`src/rtl/core/bfk_pkg.sv`:
```
// Shared types, constants and a constant function of the Bessel evaluator.
package bfk_pkg;

	localparam int INTERVALS_DEF = 100;
	localparam int FRAC_BITS_DEF = 16;
	localparam int ITEM_RW = 12;
	localparam int QUO_W = 32;
	localparam int CELL_LAT = 25;
	localparam int DIV_CH = 16;
	localparam int DIV_DIGITS = 3;
	localparam int DIV_LAT = 2 * DIV_DIGITS + 2;
	localparam logic [63:0] PIHALF_Q30 = 64'd1686629713;
	localparam logic signed [63:0] INV2PI_Q32 = 64'sd683565276;
	localparam logic [31:0] QUARTER = 32'h4000_0000;

	typedef struct packed {
		logic signed [23:0] x;
		logic [31:0] step_a;
		logic [ITEM_RW-1:0] step_b;
		logic [31:0] q;
		logic [ITEM_RW-1:0] r;
	} bfk_item_t;

	typedef struct packed {
		logic [1:0] quad;
		logic [31:0] a2;
		logic signed [31:0] acc;
		logic [30:0] term;
	} bfk_tay_t;

	function automatic logic signed [63:0] sin_const(input logic [31:0] p);
		logic [63:0] r;
		logic [63:0] a;
		logic [63:0] a2;
		logic [63:0] t;
		logic signed [63:0] s;
		r = {34'd0, p[29:0]};
		if (p[30]) r = 64'h4000_0000 - r;
		a = (r * PIHALF_Q30) >> 30;
		a2 = (a * a) >> 30;
		t = a;
		s = $signed(a);
		t = ((t * a2) >> 30) / 64'd6;
		s = s - $signed(t);
		t = ((t * a2) >> 30) / 64'd20;
		s = s + $signed(t);
		t = ((t * a2) >> 30) / 64'd42;
		s = s - $signed(t);
		t = ((t * a2) >> 30) / 64'd72;
		s = s + $signed(t);
		t = ((t * a2) >> 30) / 64'd110;
		s = s - $signed(t);
		t = ((t * a2) >> 30) / 64'd156;
		s = s + $signed(t);
		return p[31] ? -s : s;
	endfunction

endpackage

```
`src/rtl/core/bfk_div.sv`:
```
// Pipelined rounding divide by 6*INTERVALS, final rounding shift and saturation.
module bfk_div import bfk_pkg::*; #(
	parameter int INTERVALS = INTERVALS_DEF,
	parameter int FRAC_BITS = FRAC_BITS_DEF,
	parameter int SW = 44
) (
	input  logic                        clk,
	input  logic                        arst_n,
	input  logic                        valid_in,
	input  logic signed [SW-1:0]        sum,
	output logic                        strobe,
	output logic signed [FRAC_BITS+1:0] value
);

	localparam int D6 = 6 * INTERVALS;
	localparam int SH = 30 - FRAC_BITS;
	localparam int RW = $clog2(D6);
	localparam int VW = RW + DIV_CH;
	localparam int NW = DIV_DIGITS * DIV_CH;
	localparam logic [63:0] HALF = (64'(1) << SH) >> 1;
	localparam logic [32:0] LIM = 33'(1) << FRAC_BITS;
	localparam logic [31:0] RECIP = 32'((64'(1) << 32) / 64'(D6));

	logic [NW-1:0] num_q [DIV_DIGITS+1];
	logic [RW-1:0] rem_q [DIV_DIGITS+1];
	logic [QUO_W-1:0] quo_q [DIV_DIGITS+1];
	logic neg_q [DIV_DIGITS+1];
	logic [2*DIV_DIGITS:0] v_q;
	logic [32:0] rm, sat;

	always_comb begin
		rm = (33'(quo_q[DIV_DIGITS]) + 33'(HALF)) >> SH;
		sat = (rm > LIM) ? LIM : rm;
	end

	always_ff @(posedge clk) begin
		num_q[0] <= NW'($unsigned((sum < 0) ? -sum : sum)) + NW'(D6 / 2);
		rem_q[0] <= '0;
		quo_q[0] <= '0;
		neg_q[0] <= sum < 0;
		value <= neg_q[DIV_DIGITS] ? -(FRAC_BITS + 2)'(sat) : (FRAC_BITS + 2)'(sat);
	end

	for (genvar i = 0; i < DIV_DIGITS; i++) begin : g_digit
		localparam int TOP = NW - 1 - i * DIV_CH;
		logic [VW-1:0] v;
		logic [63:0] prod;
		logic [VW-1:0] v_s1;
		logic [DIV_CH-1:0] qe_s1;
		logic [NW-1:0] num_s1;
		logic [QUO_W-1:0] quo_s1;
		logic neg_s1;
		logic [VW-1:0] rem_t;
		logic hit;

		always_comb begin
			v = {rem_q[i], num_q[i][TOP-:DIV_CH]};
			prod = 64'(v) * 64'(RECIP);
			rem_t = v_s1 - VW'(qe_s1) * VW'(D6);
			hit = rem_t >= VW'(D6);
		end

		always_ff @(posedge clk) begin
			v_s1 <= v;
			qe_s1 <= prod[32+:DIV_CH];
			num_s1 <= num_q[i];
			quo_s1 <= quo_q[i];
			neg_s1 <= neg_q[i];
			rem_q[i+1] <= hit ? RW'(rem_t - VW'(D6)) : RW'(rem_t);
			quo_q[i+1] <= {quo_s1[QUO_W-DIV_CH-1:0], qe_s1 + DIV_CH'(hit)};
			num_q[i+1] <= num_s1;
			neg_q[i+1] <= neg_s1;
		end
	end

	always_ff @(posedge clk or negedge arst_n) begin
		if (!arst_n) begin
			v_q <= '0;
			strobe <= 1'b0;
		end else begin
			v_q <= {v_q[2*DIV_DIGITS-1:0], valid_in};
			strobe <= v_q[2*DIV_DIGITS];
		end
	end

endmodule
```
`config.mk`:
```
export PLATFORM = sky130hd
export DESIGN_NAME = bfk_div
export DESIGN_NICKNAME = d
export VERILOG_FILES = /design/src/rtl/core/bfk_pkg.sv /design/src/rtl/core/bfk_div.sv
export SDC_FILE = /design/constraint.sdc
export NUM_CORES = 2
export LEC_CHECK = 0
export BUFFER_PORTS_ARGS = -buffer_cell sky130_fd_sc_hd__buf_2
export CORE_UTILIZATION = 40
export CTS_CLUSTER_SIZE = 24
export DETAILED_ROUTE_END_ITERATION = 10
export GPL_TIMING_DRIVEN = 0
export PLACE_DENSITY_LB_ADDON = 0.2
export SETUP_SLACK_MARGIN = 0.5
export SLEW_MARGIN = 20
export SYNTH_ARGS = -nofsm -noshare
export SYNTH_HDL_FRONTEND = slang
export SYNTH_SLANG_ARGS = --single-unit
```
`constraint.sdc`:
```
create_clock -name clk -period 6.31 [get_ports clk]
set_input_delay 1.262 -clock clk [delete_from_list [all_inputs] [get_ports clk]]
set_output_delay 1.262 -clock clk [all_outputs]
set_load 0.01 [all_outputs]
```
==> results.md <==
Outcome:
- The run finished, with violations left.
- The checks that failed: setup timing.

Timing:
- Based on the critical path, the design can be clocked at up to between 0.15 and 0.2 GHz.
- The total count of hold-check failures in the final report is 0.
- The number of endpoints failing setup at the final stage is 14.
- The number of slew-limit violations in the final report is 0.
- The slew at the pin closest to its max-slew limit is roughly 0.97 ns.
- The worst-case setup margin in the final layout is -0.111 ns.
- The worst clock skew on the final layout is 0.0294 ns.
- Setup repair after global routing could not meet its margin everywhere.
- The clock period minus worst slack is around 6.4 ns.
- Hold is met by 0.309 ns.
- The worst max-slew margin expressed relative to the limit is 34.7%.
- The ratio of final minimum period to clock period is 102%.

Run:
- The max-cap violation count is 0.

Routing:
- The first TritonRoute pass finished after 5 iterations.
- The sum of met2 wire segment lengths after detailed routing is between 40000 and 50000 um.
- The count of antenna-violating nets left after detailed routing is 0.
- The post-detailed-route wirelength per cell is about 17 um.
- After the first detailed-routing iteration, the DRC count stood at 995.
- The highest signal layer in the routed design is met4.
- The routed layout has ~27000 vias.
- Detailed routing placed a total of about 2600 um of wire on met3.
- After detailed routing, the total wire length is a little under 90000 um.
- The detailed-route vias per instance is 5.01.
- The remaining design rule violation count is 0.
- The detailed router put a total of ~42000 um of wire on met1.

Layout:
- Leaving out fill and tap cells, the most frequent cell in the layout is sky130_fd_sc_hd__ha_1.
- The share of layout cells above drive strength 1 is between 10% and 20%.
- The final design utilization is a little under half.
- For this run, the post-layout net count is between 5000 and 6000.
- The area added between synthesis and finish is 16.9%.
- The number of antenna diodes in the final layout is 0.
- The library cells used most frequently in the layout, excluding fill and tap cells, are sky130_fd_sc_hd__ha_1 (702), sky130_fd_sc_hd__inv_1 (655), sky130_fd_sc_hd__fa_1 (489), sky130_fd_sc_hd__dfxtp_1 (258), sky130_fd_sc_hd__nor2_1 (132).

Critical path:
- At the worst endpoint, the required time is ~6.8 ns.
- The critical path's largest stage delay is ~0.5 ns.
- The endpoint kind of the worst setup timing path is a register.
- In this run the worst path has a maximum fanout of 5.
- The endpoint arrival time on the critical path is slightly below 7 ns.
- For the worst flop-to-flop path, the logic depth is 30.
- The dominant cell type by count on the critical path is sky130_fd_sc_hd__ha_4.
- The category of the worst setup path launch point is a register.
- The critical path is of the register to register type.
- The slowest stage of the critical path belongs to the cell sky130_fd_sc_hd__fa_1.

Die:
- The floorplan die area is 0.0982 mm^2.
- In this run the core area contains ~110 standard-cell rows.
- The die width is ~310 um.
- The die is around 310 um tall.
- The effective utilization at floorplan is 40.6%.
- The number of top-level design ports is 66.
- The core box area is between 0.09 and 0.1 mm^2.

CTS:
- The CTS tree is yes.
- The clock root buffer is sky130_fd_sc_hd__clkbuf_16.
- The longest clock path from root to sink contains 3 buffers.
- The depth of the CTS H-tree is 2.
- Buffers inserted during clock tree synthesis total between 40 and 50.
- After clock tree synthesis, the clock-pin slew on the worst setup and hold paths is around 0.06 ns.
- The later pin in the worst-skew pair is clocked with a latency of between 0.6 and 0.7 ns.
- CTS saw 346 sinks.

GRT:
- The via count of the first global-routing pass was 27800.
- The largest net degree at the start of global routing is 16.
- The global-route wire length before repair is about 150000 um.
- The number of antenna violations at the first check in global routing is 1.
- Summed over all layers, the global routing overflow is 0.
- The overall global routing resource usage is between 15 and 20%.

Yosys:
- The sequential element share of the synthesized area is between 10% and 20%.
- The share of flip-flops with an asynchronous set or reset after synthesis is under 10%.
- The post-synthesis cell count is between 3000 and 4000.
- The commonest register cell after synthesis is sky130_fd_sc_hd__dfxtp_1.
- Counting flops with a built-in enable in the synthesized netlist gives 0.
- Each instance of the synthesized netlist takes up on average between 10 and 15 um^2.
- The cell area after synthesis is a little under 0.04 mm^2.
- The number of warnings reported in the yosys synthesis log is 0.
- The number of distinct library cells after synthesis is just under 90.
- When the netlist entered floorplanning its net count stood at between 5000 and 6000.
- The register bit count reported by yosys is ~350.

Worst hold path:
- The worst min-delay path category is register to register.
- The instance count along the most critical hold path is 0.

Placed design:
- The detailed placement HPWL is 73200 um.
- The final RePlAce weighted congestion is between 0.8 and 0.9.
- The pre-CTS setup slack is -0.793 ns.
- The number of buffers added on ports is about 50.
worst paths after layout:
kind | start | to | slack [ns]
setup / recovery | g_digit[1].qe_s1[7]$_DFF_P_ | quo_q[2][14]$_DFF_P_ | -0.11
hold / removal | num_q[0][16]$_DFF_P_ | g_digit[0].num_s1[16]$_DFF_P_ | 0.31
setup reg to reg | g_digit[1].qe_s1[7]$_DFF_P_ | quo_q[2][14]$_DFF_P_ | -0.11
hold reg to reg | num_q[0][16]$_DFF_P_ | g_digit[0].num_s1[16]$_DFF_P_ | 0.31
max in group asynchronous | arst_n | v_q[5]$_DFF_PN0_ | 5.65
min in group asynchronous | arst_n | v_q[4]$_DFF_PN0_ | 0.49
critical path: cells and delay by family, from the launching register on:
kind                     cells  cell delay [ns]
AND/OR/NAND/NOR              9             1.43
XOR/XNOR                     2             0.22
adder cells (fa/ha/maj)      8             2.48
flip-flops                   1             0.38
AO/OA/AOI/OAI                9             1.67
buffers and inverters        2             0.10
logic make-up (layout without fill, tap and decap cells):
family          count (synthesis)  in the layout  synth area share [%]
other cells                     1              1               0.00967
mux                            19             19                 0.519
flops                         346            346                  18.0
buf+inv                       726           1002                  7.12
simple gates                  605            605                  8.14
compound gates                555            555                  9.61
xor+xnor                      238            238                  5.38
fa+ha+maj                    1284           1284                  51.3
cell usage after synthesis, drive strengths merged, types with 39 or more instances:
library cell / n / area (um^2)
nor2: 142 / 533
inv: 671 / 2520
fa: 508 / 10200
xnor2: 144 / 1260
nand3: 58 / 300
nand2: 105 / 397
dfxtp: 338 / 6770
clkbuf: 40 / 150
ha: 776 / 9710
nor3: 57 / 297
nand4: 39 / 244
a21o: 59 / 444
o21ai: 100 / 500
xor2: 94 / 823
a21oi: 138 / 691
metal layers:
metal | track usage, % | vias up
li1 | - | 13200
met5 | 0 | -
met2 | 31.3 | 330
met3 | 2.09 | 95
met4 | 3.53 | 0
met1 | 25.7 | 13000
registers in the layout, summed over array words and instances, names as in the netlist:
| name | cells |
|---|---|
| rem_q | 20 |
| value | 18 |
| g_digit.num_s1 | 49 |
| g_digit.qe_s1 | 39 |
| g_digit.quo_s1 | 16 |
| num_q | 93 |
| v_q | 7 |
| g_digit.neg_s1 | 3 |
| neg_q | 4 |
| strobe | 1 |
| quo_q | 35 |
| g_digit.v_s1 | 61 |
timing repair:
item | CTS | global route
gates resized for setup | 203 | 111
cloned | 0 | 0
pin swaps | 135 | 97
hold buffers | 0 | 0
setup endpoints to repair | 60 | 60
setup buffers | 118 | 32
metrics by stage:
step                instance area [um^2]  cells  setup TNS, ns
CTS                                44600   5283         -0.417
finish                             45400   5315          -1.00
floorplan                          39500   3774              0
global route                       45400   5315          -7.26
global placement                   41300   5090         -20.14
detailed placement                 41300   5090         -20.95
final cells by class:
class / count / area (um^2)
plain buffers: 55 / 260
clock buffers: 52 / 1120
clock inverters: 23 / 240
fillers: 8997 / 50200
inverters: 671 / 2520
multi-input cells: 2702 / 30800
flip-flops and latches: 346 / 7240
well taps: 1265 / 1580
repair buffers: 201 / 1540
Power is left out: the tool's default activity adds up to more than one toggle a clock period on the data nets, which glitch-free logic cannot reach.
